`config.mk`:
```
export PLATFORM = sky130hd
export DESIGN_NAME = p2c_cordic_cell
export DESIGN_NICKNAME = d
export VERILOG_FILES = /design/src/p2c_pkg.sv /design/src/p2c_cordic_cell.sv
export SDC_FILE = /design/constraint.sdc
export NUM_CORES = 1
export LEC_CHECK = 0
export ABC_AREA = 1
export BUFFER_PORTS_ARGS = -buffer_cell sky130_fd_sc_hd__buf_4
export CAP_MARGIN = 20
export CORE_ASPECT_RATIO = 0.7
export CORE_MARGIN = 5
export CORE_UTILIZATION = 54
export DETAILED_ROUTE_END_ITERATION = 8
export PLACE_DENSITY = 0.76
export SLEW_MARGIN = 30
export SYNTH_ARGS = -nofsm -noshare
export SYNTH_HDL_FRONTEND = slang
export SYNTH_SLANG_ARGS = --single-unit
```
`constraint.sdc`:
```
create_clock -name clk -period 5.5 [get_ports clk]
set_input_delay 0.275 -clock clk [delete_from_list [all_inputs] [get_ports clk]]
set_output_delay 0.275 -clock clk [all_outputs]
set_load 0.01 [all_outputs]
```
`src/p2c_pkg.sv`:
```
// Shared constants and types for the polar to Cartesian scan converter.
package p2c_pkg;

  // Angles in Q.16 radians
  localparam int PI_Q16      = 205887;
  localparam int HALF_PI_Q16 = 102944;
  localparam int TWO_PI_Q16  = 411775;

  // Output saturation bounds, metres Q.16
  localparam int OUT_MAX_Q16 = 268435455;
  localparam int OUT_MIN_Q16 = -268435456;

  // Datapath widths
  localparam int XW  = 32;  // CORDIC x and y, Q.30
  localparam int ZW  = 28;  // CORDIC residual angle, Q.24
  localparam int CW  = 26;  // sine and cosine after the drop to Q.24
  localparam int OW  = 29;  // pos_x and pos_y
  localparam int LW  = 16;  // level

  // Configuration register widths
  localparam int ASW = 20;
  localparam int APW = 17;
  localparam int RSW = 28;
  localparam int RPW = 21;

  localparam int PADDR_W = 4;
  localparam int PDATA_W = 32;

  localparam logic signed [ASW-1:0] ANGLE_START_RST = -20'sd205783;
  localparam logic [APW-1:0]        ANGLE_STEP_RST  = 17'd1029;
  localparam logic [RSW-1:0]        RANGE_START_RST = 28'd0;
  localparam logic [RPW-1:0]        RANGE_STEP_RST  = 21'd1914;

  // CORDIC start value, 1/K in Q.30
  localparam logic signed [XW-1:0] GAIN_Q30 = 32'sd652032874;

  // atan(2^-i) in Q.24
  localparam logic [23:0] ATAN_Q24 [24] = '{
    24'd13176795, 24'd7778716, 24'd4110060, 24'd2086331,
    24'd1047214,  24'd524117,  24'd262123,  24'd131069,
    24'd65536,    24'd32768,   24'd16384,   24'd8192,
    24'd4096,     24'd2048,    24'd1024,    24'd512,
    24'd256,      24'd128,     24'd64,      24'd32,
    24'd16,       24'd8,       24'd4,       24'd2
  };

  typedef enum logic [1:0] {
    REG_ANGLE_START = 2'd0,
    REG_ANGLE_STEP  = 2'd1,
    REG_RANGE_START = 2'd2,
    REG_RANGE_STEP  = 2'd3
  } reg_idx_t;

endpackage

```
`src/p2c_cordic_cell.sv`:
```
// One rotation-mode CORDIC micro-rotation cell.
module p2c_cordic_cell import p2c_pkg::*; #(
  parameter int IDX = 0,
  parameter int SW  = 52
) (
  input  logic                 clk,
  input  logic                 rst_n,
  input  logic                 in_vld,
  output logic                 in_rdy,
  input  logic signed [XW-1:0] in_x,
  input  logic signed [XW-1:0] in_y,
  input  logic signed [ZW-1:0] in_z,
  input  logic [SW-1:0]        in_side,
  output logic                 out_vld,
  input  logic                 out_rdy,
  output logic signed [XW-1:0] out_x,
  output logic signed [XW-1:0] out_y,
  output logic signed [ZW-1:0] out_z,
  output logic [SW-1:0]        out_side
);

  localparam logic signed [ZW-1:0] ATAN = $signed({{(ZW-24){1'b0}}, ATAN_Q24[IDX]});

  logic                 vld_r;
  logic signed [XW-1:0] x_r, y_r;
  logic signed [ZW-1:0] z_r;
  logic [SW-1:0]        side_r;
  logic signed [XW-1:0] dx, dy;
  logic signed [XW-1:0] x_nxt, y_nxt;
  logic signed [ZW-1:0] z_nxt;

  assign in_rdy = !vld_r || out_rdy;

  // zero residual rotates anticlockwise
  always_comb begin
    dx = in_y >>> IDX;
    dy = in_x >>> IDX;
    if (!in_z[ZW-1]) begin
      x_nxt = in_x - dx;
      y_nxt = in_y + dy;
      z_nxt = in_z - ATAN;
    end else begin
      x_nxt = in_x + dx;
      y_nxt = in_y - dy;
      z_nxt = in_z + ATAN;
    end
  end

  always_ff @(posedge clk) begin
    if (!rst_n) begin
      vld_r <= 1'b0;
    end else if (in_rdy) begin
      vld_r <= in_vld;
    end
  end

  always_ff @(posedge clk) begin
    if (in_rdy) begin
      x_r    <= x_nxt;
      y_r    <= y_nxt;
      z_r    <= z_nxt;
      side_r <= in_side;
    end
  end

  assign out_vld  = vld_r;
  assign out_x    = x_r;
  assign out_y    = y_r;
  assign out_z    = z_r;
  assign out_side = side_r;

endmodule

```
==> results list <==
- Max-slew violations: 0
- The critical path crosses 12 cells after its start point.
- Residual antenna-violating net count after detailed routing: 0
- Worst reg2reg path endpoint: out_x[13]
- At the worst endpoint, the arrival time is 2.88 ns.
- Met3 Use GR: 7.81%
* Number of detailed-routing iterations run before antenna repair: 6
- Via density per instance: 5.46
- Maximum operating frequency: 0.373 GHz
- Overall power: 4.30 mW
* Inserted Clock Buffers: 17
- The number of cells on the worst reg-to-reg path is 2.
* Initial Util: between 50% and 60%
- For met2 alone, demand over resource in global routing was 49.1%.
- Largest net degree at the start of global routing: between 70 and 80
* Die Area: 28300 sq um
* Synth top area cells: sky130_fd_sc_hd__edfxtp_1 (32%), sky130_fd_sc_hd__nand2_1 (19%), sky130_fd_sc_hd__ha_1 (12%)
- The worst path uses between 40% and 50% of the clock period.
- Counting every instance in the synthesized netlist gives 1992.
- Die Span X: 199 microns
* Kind of start point of the critical path: primary input
- Die extent in y: about 140 microns
* Synth Register Bits: 144
* DRC Markers: 0
* Routed vias: 14500
- Synth Flop Type: sky130_fd_sc_hd__edfxtp_1
* Synthesis Warnings: 0
* Leak Pwr: 9.21 nW
* Post-route setup TNS: 0 ns
- Setup violations remaining at the end of the flow were counted as 0.
- Fraction of layout cells with a size suffix above 1: 16.2%
- The congestion estimate from routability-driven global placement came to 1.04.
- Count of routing violations after the opening detailed-route iteration: 1598
- Of all nets on the critical path, the largest fanout is 44.
* Busiest metal layer after global routing: met1
* List of most frequent post-synthesis cells: sky130_fd_sc_hd__nand2_1 (676), sky130_fd_sc_hd__inv_1 (362), sky130_fd_sc_hd__nand3_1 (176)
* Longest Clk Path Bufs: 2
* Critical-path top delay cell: sky130_fd_sc_hd__buf_4
* Async set-reset flop share out of synthesis: 0%
- Largest clock skew in the final design: 0.0109 ns
- The most numerous cell type found on the critical path is sky130_fd_sc_hd__nand2_1.
* Start point of the critical path: in_z[27]
- First-pass GRT wire length: ~74000 microns
- sky130_fd_sc_hd__edfxtp_1 takes more of the synthesized area than any other cell.
- For this run, global-route usage on met1 was measured as between 50% and 60%.
* Number of sinks handled by clock tree synthesis: 144
- Hold Worst Slack: 0.0163 ns
* R2R Path Start: out_vld
* Reg-to-reg slack, setup: 3.50 ns
- Remaining max-slew budget at the tightest pin: 35.7%
- On the worst path, the slowest cell contributes a delay of about 0.56 ns.
- Number of global-route vias before repair: 13400
* Clock transition at the registers of the reported paths: approximately 0.070 ns
- From synthesis to final layout, the design area changed by 26.2%.
- Min cycle time layout: 2.68 ns
- Most instantiated library cell after synthesis: sky130_fd_sc_hd__nand2_1
- Count of nets after finishing: 2594
* Root buf cell: sky130_fd_sc_hd__clkbuf_16
- Mapped cell area: between 10000 and 15000 sq um
* Type of the worst min-delay path: in -> reg
- The initial antenna violation count is 1.
* Source-to-sink clock delay at the later pin of the worst-skew pair: 0.45 ns
- The routed design has about 50000 microns of wire.
- Yosys top cell area share: 31.8%
* Post-CTS setup buffer count: 0
* Max rail drop VDD: 334 uV
- Number of core rows: 48
- Counting both buffers and inverters, the worst setup path holds a total of 4.
* Final hold violations: 0
- Endpoint of the most critical setup path: out_z[23]
- When the netlist entered floorplanning its net count stood at 2271.
* Post-synthesis average cell area: slightly below 7 sq um
- Summing the sequential cell areas from Yosys gives 32.0% of the chip area.
- Type of element capturing the critical path: flop
* Outcome: finished, final reports clean
- H-tree level count: 4
- TritonCTS built the clock tree.
* Dominant delay contributor by cell family on the critical path: buffers and inverters
- Dividing the detail-routed wire length by the instance count gives 18.3 microns.
- Cell area power density: approximately 250 nW/um^2
* Type of the worst setup path: in -> reg
- Final-layout fill cell count: 2099
- At the worst endpoint, the required time is 5.71 ns.
* Distinct cell type count of the synthesized netlist: 43
* Placed wire-length estimate after detailed placement: 38900 microns
- Worst path cell trace: buf_4, inv_2, buf_4, ha_1, a21oi_1, o21ai_2, a21oi_1, inv_1, nand2_1, nand3_1, nand2_1, nand2_1
- Global routing used about a third of the available tracks.
* MaxCap Viol Count: 0
- Worst Tran Pin Value: between 0.9 and 1 ns
- Yosys mapped a number of flops with a built-in enable equal to 143.
* Remaining Overflow, GRT: 0
- Port buffering added 293 buffers.
* Area inside the core boundary: roughly 25000 sq um
- Number of placed I/O pins: 294
- Unrepaired setup endpoints after global routing: false
## through the flow
stage	worst slack [ns]	util (%)	instances	cell area (sq um)
detailed placement	2.41	64.6	2573	15900
floorplan	1.48	-	1992	13500
finish	2.82	69.2	2655	17000
global route	2.57	69.2	2654	17000
global placement	2.46	64.6	2573	15900
CTS	2.88	69.1	2651	17000
## layer usage
metal,part of all wire (%),routed length (microns)
met5,0,0
met4,2.4,1170
met2,42,20400
met3,12,5830
met1,44,21300
## cells in the final DEF, fill, tap and decap left out, types with 30 or more instances in the layout
cell type / count
sky130_fd_sc_hd__a21oi_1: 107
sky130_fd_sc_hd__xor2_1: 32
sky130_fd_sc_hd__buf_4: 297
sky130_fd_sc_hd__o21ai_0: 51
sky130_fd_sc_hd__dlygate4sd3_1: 48
sky130_fd_sc_hd__nand2_1: 675
sky130_fd_sc_hd__nor2_1: 129
sky130_fd_sc_hd__nand3_1: 176
sky130_fd_sc_hd__edfxtp_1: 143
sky130_fd_sc_hd__inv_1: 362
sky130_fd_sc_hd__nand4_1: 30
sky130_fd_sc_hd__ha_1: 128
## kinds of logic after synthesis
group | after synthesis | share of synthesized area (%)
xor+xnor | 39 | 2.53
fa+ha+maj | 131 | 12.3
flops | 144 | 32.0
buf+inv | 417 | 12.1
simple gates | 1058 | 32.8
compound gates | 203 | 8.23
## layout make-up
cell class	instances	area, sq um	share of cell area [%]
tap	325	407	2.39
multi-input combinational	1431	7550	44.3
clock buffer	17	425	2.50
antenna	2	5.00	0.0294
inverter	376	1410	8.29
timing repair buffer	345	2710	15.9
sequential	144	4310	25.3
clock inverter	15	209	1.23
## where the power goes
part           internal, mW  switching (mW)  leakage (nW)  total, mW
Clock                 0.738           0.564         0.309       1.30
Sequential             1.40          0.0545          1.50       1.45
Combinational         0.582           0.966          7.41       1.55
## how the worst min path moves through the flow
| stage | start | end | slack [ns] | cells past startpoint |
|---|---|---|---|---|
| after floorplan | in_side[0] | out_side[0] | 0.37 | 0 |
| after global placement | in_side[33] | out_side[33] | 0.45 | 1 |
| after detailed placement | in_side[45] | out_side[45] | 0.45 | 1 |
| after CTS | in_side[39] | out_side[39] | 0.0006 | 1 |
| after global routing | in_side[43] | out_side[43] | 0.002 | 1 |
| final | in_side[43] | out_side[43] | 0.02 | 1 |
## worst register-to-register path, stage by stage, from the launching register on
cell	delay, ns
sky130_fd_sc_hd__dfxtp_1	0.35
sky130_fd_sc_hd__nand2_4	0.46
sky130_fd_sc_hd__buf_4	0.76
## flip-flops by register name, indices dropped and copies added, names as in the netlist
register,flops
out_y,32
out_vld,1
out_z,28
out_side,52
out_x,31
## timing repair
action                                 CTS  global route
resized for setup                        0             0
setup endpoints to repair                0             0
hold buffers                            46             2
endpoints found under the hold margin   46             2
Note: power is estimated with default switching activity, not from simulation.
