File: src/p2c_pkg.sv
// Shared constants and types for the polar to Cartesian scan converter.
package p2c_pkg;

  // Angles in Q.16 radians
  localparam int PI_Q16      = 205887;
  localparam int HALF_PI_Q16 = 102944;
  localparam int TWO_PI_Q16  = 411775;

  // Output saturation bounds, metres Q.16
  localparam int OUT_MAX_Q16 = 268435455;
  localparam int OUT_MIN_Q16 = -268435456;

  // Datapath widths
  localparam int XW  = 32;  // CORDIC x and y, Q.30
  localparam int ZW  = 28;  // CORDIC residual angle, Q.24
  localparam int CW  = 26;  // sine and cosine after the drop to Q.24
  localparam int OW  = 29;  // pos_x and pos_y
  localparam int LW  = 16;  // level

  // Configuration register widths
  localparam int ASW = 20;
  localparam int APW = 17;
  localparam int RSW = 28;
  localparam int RPW = 21;

  localparam int PADDR_W = 4;
  localparam int PDATA_W = 32;

  localparam logic signed [ASW-1:0] ANGLE_START_RST = -20'sd205783;
  localparam logic [APW-1:0]        ANGLE_STEP_RST  = 17'd1029;
  localparam logic [RSW-1:0]        RANGE_START_RST = 28'd0;
  localparam logic [RPW-1:0]        RANGE_STEP_RST  = 21'd1914;

  // CORDIC start value, 1/K in Q.30
  localparam logic signed [XW-1:0] GAIN_Q30 = 32'sd652032874;

  // atan(2^-i) in Q.24
  localparam logic [23:0] ATAN_Q24 [24] = '{
    24'd13176795, 24'd7778716, 24'd4110060, 24'd2086331,
    24'd1047214,  24'd524117,  24'd262123,  24'd131069,
    24'd65536,    24'd32768,   24'd16384,   24'd8192,
    24'd4096,     24'd2048,    24'd1024,    24'd512,
    24'd256,      24'd128,     24'd64,      24'd32,
    24'd16,       24'd8,       24'd4,       24'd2
  };

  typedef enum logic [1:0] {
    REG_ANGLE_START = 2'd0,
    REG_ANGLE_STEP  = 2'd1,
    REG_RANGE_START = 2'd2,
    REG_RANGE_STEP  = 2'd3
  } reg_idx_t;

endpackage

File: src/p2c_wrap_cell.sv
// One conditional-subtract cell of the angle wrap chain (subtracts 2*pi << SHIFT).
module p2c_wrap_cell import p2c_pkg::*; #(
  parameter int AW    = 27,
  parameter int SHIFT = 0,
  parameter int SW    = 52
) (
  input  logic          clk,
  input  logic          rst_n,
  input  logic          in_vld,
  output logic          in_rdy,
  input  logic [AW-1:0] in_u,
  input  logic [SW-1:0] in_side,
  output logic          out_vld,
  input  logic          out_rdy,
  output logic [AW-1:0] out_u,
  output logic [SW-1:0] out_side
);

  localparam logic [AW-1:0] SUB = AW'(TWO_PI_Q16) << SHIFT;

  logic          vld_r;
  logic [AW-1:0] u_r;
  logic [AW-1:0] u_nxt;
  logic [SW-1:0] side_r;

  assign in_rdy = !vld_r || out_rdy;

  always_comb begin
    if (in_u >= SUB) begin
      u_nxt = in_u - SUB;
    end else begin
      u_nxt = in_u;
    end
  end

  always_ff @(posedge clk) begin
    if (!rst_n) begin
      vld_r <= 1'b0;
    end else if (in_rdy) begin
      vld_r <= in_vld;
    end
  end

  always_ff @(posedge clk) begin
    if (in_rdy) begin
      u_r    <= u_nxt;
      side_r <= in_side;
    end
  end

  assign out_vld  = vld_r;
  assign out_u    = u_r;
  assign out_side = side_r;

endmodule

File: config.mk
export PLATFORM = sky130hd
export DESIGN_NAME = p2c_wrap_cell
export DESIGN_NICKNAME = d
export VERILOG_FILES = /design/src/p2c_pkg.sv /design/src/p2c_wrap_cell.sv
export SDC_FILE = /design/constraint.sdc
export NUM_CORES = 1
export LEC_CHECK = 0
export BUFFER_PORTS_ARGS = -buffer_cell sky130_fd_sc_hd__buf_2
export CORE_MARGIN = 5
export CORE_UTILIZATION = 40
export CTS_CLUSTER_SIZE = 30
export DETAILED_ROUTE_END_ITERATION = 12
export PLACE_DENSITY = 0.75
export SETUP_SLACK_MARGIN = 0.02
export SYNTH_ARGS = -nofsm -noshare
export SYNTH_HDL_FRONTEND = slang
export SYNTH_SLANG_ARGS = --single-unit
File: constraint.sdc
create_clock -name clk -period 3.1 [get_ports clk]
set_input_delay 0.62 -clock clk [delete_from_list [all_inputs] [get_ports clk]]
set_output_delay 0.62 -clock clk [all_outputs]
set_load 0.02 [all_outputs]
==> flow_summary.toml, run 1 <==
[hold_path]
holdPathStages = 1
hold_class = "input port to register"

[sta]
hold_viol_final = 0
tightest_slew_ns = 0.561
tns_ns = 0
slew_viol_final = 0
fmax_ghz = 0.445
slew_headroom = 0.626
finalCritPeriodShare = 0.726
rsz0062_at_grt = "false"
fin_crit_ns = 2.25
skew_ns = 0.00885
setup_viol = 0

[global_routing]
antenna_found_initial = 0
grt_pass1_vias = 2274
grt_start_max_net_pins = 44
grt_use_total = 0.169
grt_pass1_wl_um = 12400
overflow = 0

[yosys]
synthCells = 192
yosys.cell_types.count = 40
synth-async-reset-ratio = 0
synth-edff-count = 79
synth-simple-area-share = 0.104
synth_area_um2 = 3140
synthXorXnorAreaFrac = 0.0693
ys.warnings.count = 0
synthMuxAreaShare = 0.00359
synth_top_family_by_area = "simple AND/OR/NAND/NOR gates"
syn_area_per_cell_um2 = 16.4
ys_ff_latch = 80
synth_top_cell_by_area = "edfxtp_1"
synth_fa_ha_area_frac = 0.00398
synth_area_leaders = "edfxtp_1 (76%), xor2_1 (3.3%), xnor2_1 (3.1%), nand2_1 (1.8%), nor2_1 (1.4%)"
ys_seq_area_frac = 0.762
synth_top_area_frac = 0.755
synth-compound-area-share = 0.0470
syn-num-nets = 276
synth_ff_type = "edfxtp_1"

[floorplanning]
die_w_um = 98.6
start_util = 0.409
core-area_um2 = 7690
die_area_um2 = 9720
rows = 32
ios = 164
die_h_um = 98.6

[worst_setup_path]
cp.arrival_ns = 2.35
cpPeakStageDelay_ns = 0.43
worstSetupPathType = "input port to register"
critPathCaptureType = "register"
slowest_stage = "or3_4"
path_cells = "buf_2 > nor2_1 > a21oi_1 > or3_4 > nor2b_4 > nor2_1 > mux2_2"
start_kind = "input port"
cpMostUsedCell = "nor2_1"
path_buf_inv = 1
worst-path-stages = 7
worstPathRequired_ns = 3.20
crit_family = "simple AND/OR/NAND/NOR gates"
rr_worst_depth = 2
worst-path-max-fanout = 17

[power_and_ir_drop]
finalPower_mw = 2.43
internal_power_mw = 1.79
power_frac_comb = 0.143
pwr-share-seq = 0.537
total_leakage_power_nw = 1.84
switching_share = 0.264
powerDensity_nw_per_um2 = 568
clkPwrFrac = 0.320
ir_drop_mv = 0.226
p_sw_mw = 0.641

[routing]
vias = 2293
wl_per_cell_um = 17.2
drt.antenna.violating_nets = 0
firstDrtPassIters = 4
via_per_inst = 4.87
remaining_drc_errors = 0
drt-total-wl_um = 8110
drt_iter0_drc = 124

[clock_network]
clk_path_buf_depth = 2
ctsResizeCount = 0
cts_tree = "yes"
cts_hold_buffers = 0
clkSinkCount = 80
postCtsSetupRepairBufs = 0
clk_latency_ns = 0.35
htree_levels = 3
cts_buffers = 9
cts_root_buf = "clkbuf_8"
cts.clk_slew.worst_paths_ns = 0.09

[finish]
nets = 448
layout_commonest_cell = "buf_2"
n_antenna_cell = 0
final_cell_mix = "buf_2 (163), edfxtp_1 (79), nand2_1 (15), nor2_1 (12), xor2_1 (12)"
drive_above_1_share = 0.523
syn_to_final_growth_pct = 36.4

[place]
gp_congestion = 0.843
dpl.hpwl_um = 6440
port_buffers = 163

[run_status]
status = "finished clean"

[job]
drv_cap = 0
[Yosys cell counts, types with 2 or more instances]
cell type / n
a211oi_1: 3
a21oi_1: 5
edfxtp_1: 79
nand2_1: 15
nand2b_1: 2
nand3_1: 4
nand3b_1: 2
nand4_1: 5
nor2_1: 12
nor2b_1: 2
nor3_1: 6
nor4_1: 3
o21ai_0: 5
o21ai_1: 2
xnor2_1: 11
xor2_1: 12
[layer usage]
layer  GRT usage  up-vias  share of wire
met5           0        -              0
met4      0.0441        0         0.0053
met3      0.0750        6          0.093
met2       0.294      114           0.52
met1       0.189     1097           0.38
li1            -     1076              -
[per-stage QoR]
step / instance area, um^2 / hold slack, ns / instances / worst slack, ns / utilization
2_1_floorplan: 3140 / 0.719 / 192 / 0.657 / -
3_3_place_gp: 4080 / 0.797 / 455 / 0.557 / 0.531
4_1_cts: 4280 / 0.422 / 471 / 0.873 / 0.557
3_5_place_dp: 4080 / 0.798 / 455 / 0.495 / 0.531
6_report: 4280 / 0.438 / 471 / 0.850 / 0.557
5_1_grt: 4280 / 0.399 / 471 / 0.728 / 0.557
[flip-flops by register name, summed over array words and instances, names as in the netlist]
name and count:
out_side 52, out_u 27, out_vld 1
[area by class of cell]
cell class | instances | area [um^2]
multi-input cells | 107 | 724
inverters | 1 | 3.75
clock buffers | 9 | 124
clock inverters | 7 | 80.1
well taps | 102 | 128
fillers | 664 | 3400
repair buffers | 165 | 831
flip-flops and latches | 80 | 2390
[logic make-up (layout without fill, tap and decap cells)]
family,count (synthesis),count (layout)
flops,80,80
simple gates,59,59
xor+xnor,24,24
compound gates,22,22
buf+inv,5,182
fa+ha+maj,1,1
mux,1,1
[final timing paths]
path	from	to	slack (ns)
worst max-delay path	in_u[16]	out_u[25]$_DFFE_PP_	0.85
worst min-delay path	in_side[31]	out_side[31]$_DFFE_PP_	0.44
worst max register to register	out_vld$_SDFFE_PN0P_	out_side[19]$_DFFE_PP_	1.59
worst min register to register	out_vld$_SDFFE_PN0P_	out_vld$_SDFFE_PN0P_	0.99
[power groups by stage]
stage                     Combinational (mW)  Clock (mW)  Sequential, mW
after floorplan                       0.0680           0            1.45
after global placement                 0.345           0            1.33
after detailed placement               0.352           0            1.33
after CTS                              0.352       0.794            1.31
after global routing                   0.372       0.858            1.32
final                                  0.348       0.778            1.31
(Power assumes the default switching activity.)
==> run 2: changes to the inputs <==
ABC_AREA = 1   (was default)
PLACE_DENSITY = 0.72   (was 0.75)
clock period = 1.9 ns   (was 3.1 ns; I/O delays follow)
==> flow_summary.toml, run 2 <==
[run_status]
status = "finished clean"

[finish]
fin_area_um2 = 5160
syn_to_final_growth_pct = 36.6
drive_above_1_share = 0.453
largest_reg_flops = 52
n_antenna_cell = 0
nets = 638
layout_commonest_cell = "buf_2"
final_cell_mix = "buf_2 (163), nand2_1 (98), edfxtp_1 (79), inv_1 (31), nor2_1 (31)"

[worst_setup_path]
path_buf_inv = 4
worst-path-max-fanout = 26
worstPathRequired_ns = 2.00
worstSetupPathType = "input port to register"
path_cells = "buf_2 > nor2_1 > buf_4 > nand3_1 > nor2_2 > nand3_2 > nand3_2 > buf_12 > inv_2 > nand2_1 > nand2_1"
slowest_stage = "buf_12"
critPathCaptureType = "register"
start_kind = "input port"
cp.arrival_ns = 1.67
cpPeakStageDelay_ns = 0.19
crit_family = "simple AND/OR/NAND/NOR gates"

[routing]
remaining_drc_errors = 0
drt-total-wl_um = 10100
via_per_inst = 4.64
drt.antenna.violating_nets = 0
firstDrtPassIters = 4
drt_iter0_drc = 152
wl_per_cell_um = 14.7
vias = 3192

[floorplanning]
ios = 164
rows = 35
core-area_um2 = 9240
start_util = 0.409
die_h_um = 107
die_area_um2 = 11500
die_w_um = 107

[sta]
slew_viol_final = 0
setup_viol = 0
finalCritPeriodShare = 0.826
hold_viol_final = 0
fin_crit_ns = 1.57
tns_ns = 0
skew_ns = 0.0112
slew_headroom = 0.762
rsz0062_at_grt = "false"
tightest_slew_ns = 0.356
fmax_ghz = 0.637

[clock_network]
cts_root_buf = "clkbuf_8"
cts_hold_buffers = 0
cts_tree = "yes"
clkSinkCount = 80
clk_latency_ns = 0.34
htree_levels = 3
cts_buffers = 9
postCtsSetupRepairBufs = 0
clk_path_buf_depth = 2
cts.clk_slew.worst_paths_ns = 0.09
ctsResizeCount = 0

[yosys]
synth_area_leaders = "edfxtp_1 (63%), nand2_1 (9.8%), nand3_1 (3.3%), inv_1 (3.1%), nor2_1 (3.1%)"
synth_top_family_by_area = "simple AND/OR/NAND/NOR gates"
synth-simple-area-share = 0.244
synth_top_cell_by_area = "edfxtp_1"
yosys.cell_types.count = 32
syn_area_per_cell_um2 = 10.7
ys_seq_area_frac = 0.633
synth_common_cells = "nand2_1 (99), edfxtp_1 (79), inv_1 (31), nor2_1 (31), nand3_1 (25)"
syn-num-nets = 438
synth-async-reset-ratio = 0
synth_top_area_frac = 0.627
synth-compound-area-share = 0.0529
synthMuxAreaShare = 0
synth_ff_type = "edfxtp_1"
synthCells = 354
synthXorXnorAreaFrac = 0.0159
synth_fa_ha_area_frac = 0.00331
synth-edff-count = 79
ys_ff_latch = 80
synth_area_um2 = 3780
ys.warnings.count = 0
synth.most_common_cell = "nand2_1"

[power_and_ir_drop]
total_leakage_power_nw = 2.44
powerDensity_nw_per_um2 = 773
finalPower_mw = 3.99
ir_drop_mv = 0.374

[global_routing]
grt_use_total = 0.171
antenna_found_initial = 0
grt_pass1_wl_um = 15500
grt_start_max_net_pins = 35
overflow = 0
grt_pass1_vias = 3162

[place]
placed_cell_area_um2 = 4980
port_buffers = 163
dpl.hpwl_um = 8220
gp_congestion = 0.900

[job]
drv_cap = 0

[hold_path]
hold_class = "input port to register"
==> run 2: kinds of logic after synthesis <==
group,after synthesis
DFF,80
buffers and inverters,41
and+or+nand+nor,196
xor gates and xnor gates,6
adders and majority gates,1
AOI/OAI and AO/OA,30
==> run 2: power breakdown <==
group / switching (mW) / internal, mW
logic: 0.446 / 0.257
clock network: 0.660 / 0.507
registers: 0.0309 / 2.09
==> run 2: worst paths after layout <==
kind / from / endpoint / slack [ns] / depth (start not counted)
max: in_u[22] / out_u[1]$_DFFE_PP_ / 0.33 / 11
max reg2reg: out_vld$_SDFFE_PN0P_ / out_u[16]$_DFFE_PP_ / 0.71 / 2
min reg2reg: out_vld$_SDFFE_PN0P_ / out_side[49]$_DFFE_PP_ / 0.79 / 1
min: in_side[19] / out_side[19]$_DFFE_PP_ / 0.21 / 1
==> run 2: through the flow <==
stage / hold slack, ns / utilization / cells / setup WS [ns]
detailed placement: 0.558 / 0.539 / 672 / -0.0369
global route: 0.174 / 0.559 / 688 / 0.197
CTS: 0.186 / 0.559 / 688 / 0.310
floorplan: 0.479 / - / 354 / 0.0473
finish: 0.207 / 0.559 / 688 / 0.330
global placement: 0.557 / 0.539 / 672 / 0.0283
==> run 2: per-layer routing <==
| metal | global-route usage | wire, um | up-vias | share of wire |
|---|---|---|---|---|
| met5 | 0 | 0 | - | 0 |
| met4 | 0.0402 | 67 | 0 | 0.0066 |
| met3 | 0.0433 | 855 | 5 | 0.084 |
| met2 | 0.310 | 5190 | 129 | 0.51 |
| met1 | 0.203 | 4020 | 1463 | 0.40 |
| li1 | - | - | 1595 | - |
==> run 2: layout make-up <==
cell class                      instances  area (um^2)
Clock buffer                            9          124
Clock inverter                          7         62.6
Timing Repair Buffer                  194         1090
Fill cell                             832         4080
Inverter                               36          136
Tap cell                              129          161
Multi-Input combinational cell        233         1200
Sequential cell                        80         2390
==> run 3: changes to the inputs <==
ABC_AREA = 0   (was 1)
PLACE_DENSITY = 0.75   (was 0.72)
clock period = 1.3 ns   (was 1.9 ns; I/O delays follow)
==> flow_summary.toml, run 3 (same netlist as run 1, synthesis figures left out) <==
[run_status]
status = "finished with violations"
violations = "negative setup slack"

[finish]
drive_above_1_share = 0.675
final_cell_mix = "buf_2 (152), edfxtp_1 (79), buf_4 (57), buf_6 (20), xor2_1 (12)"
n_antenna_cell = 0
final_util = 0.679
largest_reg_flops = 52
layout_commonest_cell = "buf_2"
nets = 516
num-fill-cells = 561
syn_to_final_growth_pct = 66.1

[worst_setup_path]
cp.arrival_ns = 1.81
start_kind = "input port"
worstPathRequired_ns = 1.40
critPathCaptureType = "register"
worst-path-max-fanout = 7
worstSetupPathType = "input port to register"

[routing]
firstDrtPassIters = 4
drt-total-wl_um = 9990
wl_per_cell_um = 18.5
drt.antenna.violating_nets = 0
via_per_inst = 4.94
vias = 2660
drt_iter0_drc = 162
remaining_drc_errors = 0

[floorplanning]
core-area_um2 = 7690
die_area_um2 = 9720
ios = 164
die_w_um = 98.6
start_util = 0.409
die_h_um = 98.6
rows = 32

[global_routing]
antenna_found_initial = 0
top_usage_layer = "met2"
grt_pass1_vias = 2783
grt_use_total = 0.198
grt_util_met3 = 0.0587
grt_pass1_wl_um = 14800
met1_usage = 0.223
grt_start_max_net_pins = 39
gr-usage-met2 = 0.355
overflow = 0

[clock_network]
htree_levels = 3
cts_root_buf = "clkbuf_8"
clk_path_buf_depth = 2
cts_buffers = 9
clk_latency_ns = 0.35
cts.clk_slew.worst_paths_ns = 0.08
cts_hold_buffers = 0
cts_tree = "yes"
clkSinkCount = 80

[place]
dpl.hpwl_um = 6880
gp_congestion = 0.860
port_buffers = 163

[power_and_ir_drop]
total_leakage_power_nw = 2.30
power_frac_comb = 0.172
ir_drop_mv = 0.450
powerDensity_nw_per_um2 = 1190
clkPwrFrac = 0.325
finalPower_mw = 6.20
internal_power_mw = 4.60
p_sw_mw = 1.60
pwr-share-seq = 0.503
switching_share = 0.258

[sta]
layout_setup_ws_ns = -0.411
slew_headroom = 0.630
fmax_ghz = 0.584
rsz0062_at_grt = "true"
tns_ns = -8.43
finalCritPeriodShare = 1.32
skew_ns = 0.00690
setup_viol = 27
slew_viol_final = 0
fin_crit_ns = 1.71
hold_viol_final = 0
tightest_slew_ns = 0.549

[job]
drv_cap = 0

[hold_path]
hold_class = "input port to register"
run 3: per-stage QoR:
| stage | setup slack [ns] | std cells | cell area, um^2 | hold WS [ns] |
|---|---|---|---|---|
| final | -0.411 | 539 | 5220 | 0.0809 |
| after global routing | -0.416 | 539 | 5220 | 0.0509 |
| after CTS | -0.354 | 538 | 5080 | 0.0631 |
| after detailed placement | -0.785 | 504 | 4490 | 0.438 |
| after global placement | -0.739 | 504 | 4490 | 0.436 |
| after floorplan | -0.779 | 192 | 3190 | 0.359 |
run 3: layout make-up:
type / count / area, um^2 / area share
clock buffer: 10 / 128 / 0.0245
sequential: 80 / 2390 / 0.459
multi-input combinational: 108 / 1010 / 0.194
clock inverter: 6 / 90.1 / 0.0173
timing repair buffer: 232 / 1460 / 0.281
inverter: 1 / 3.75 / 0.000720
tap: 102 / 128 / 0.0245
run 3: per-layer routing:
metal / vias to the layer above / routed length (um) / share of wire
li1: 1217 / - / -
met1: 1279 / 3740 / 0.37
met2: 140 / 5200 / 0.52
met3: 24 / 795 / 0.080
met4: 0 / 250 / 0.025
met5: - / 0 / 0
run 3: worst paths after layout:
path	cells past startpoint	slack, ns	end	start
setup / recovery	7	-0.41	out_u[10]$_DFFE_PP_	in_u[13]
hold / removal	1	0.08	out_side[42]$_DFFE_PP_	in_side[42]
setup reg to reg	3	0.17	out_u[1]$_DFFE_PP_	out_vld$_SDFFE_PN0P_
hold reg to reg	3	0.85	out_side[27]$_DFFE_PP_	out_vld$_SDFFE_PN0P_
run 3: critical path: stages:
cell and delay [ns]:
buf_8 0.10, and4bb_2 0.30, and3b_4 0.20, o21ai_2 0.07, nor2b_4 0.17, or4b_4 0.56
xnor2_2 0.15
run 3: power by group through the flow:
stage / combinational, mW / sequential [mW] / clock [mW]
6_report: 1.06 / 3.12 / 2.02
5_1_grt: 1.12 / 3.14 / 2.19
4_1_cts: 1.02 / 3.12 / 2.05
3_5_place_dp: 0.951 / 3.18 / 0
3_3_place_gp: 0.933 / 3.17 / 0
2_1_floorplan: 0.169 / 3.46 / 0
run 3: what timing repair did:
item | in CTS | in global routing
pin swaps | 19 | 16
resized for setup | 47 | 31
endpoints found under the setup margin | 28 | 27
setup buffers | 17 | 3
gates cloned | 1 | 0
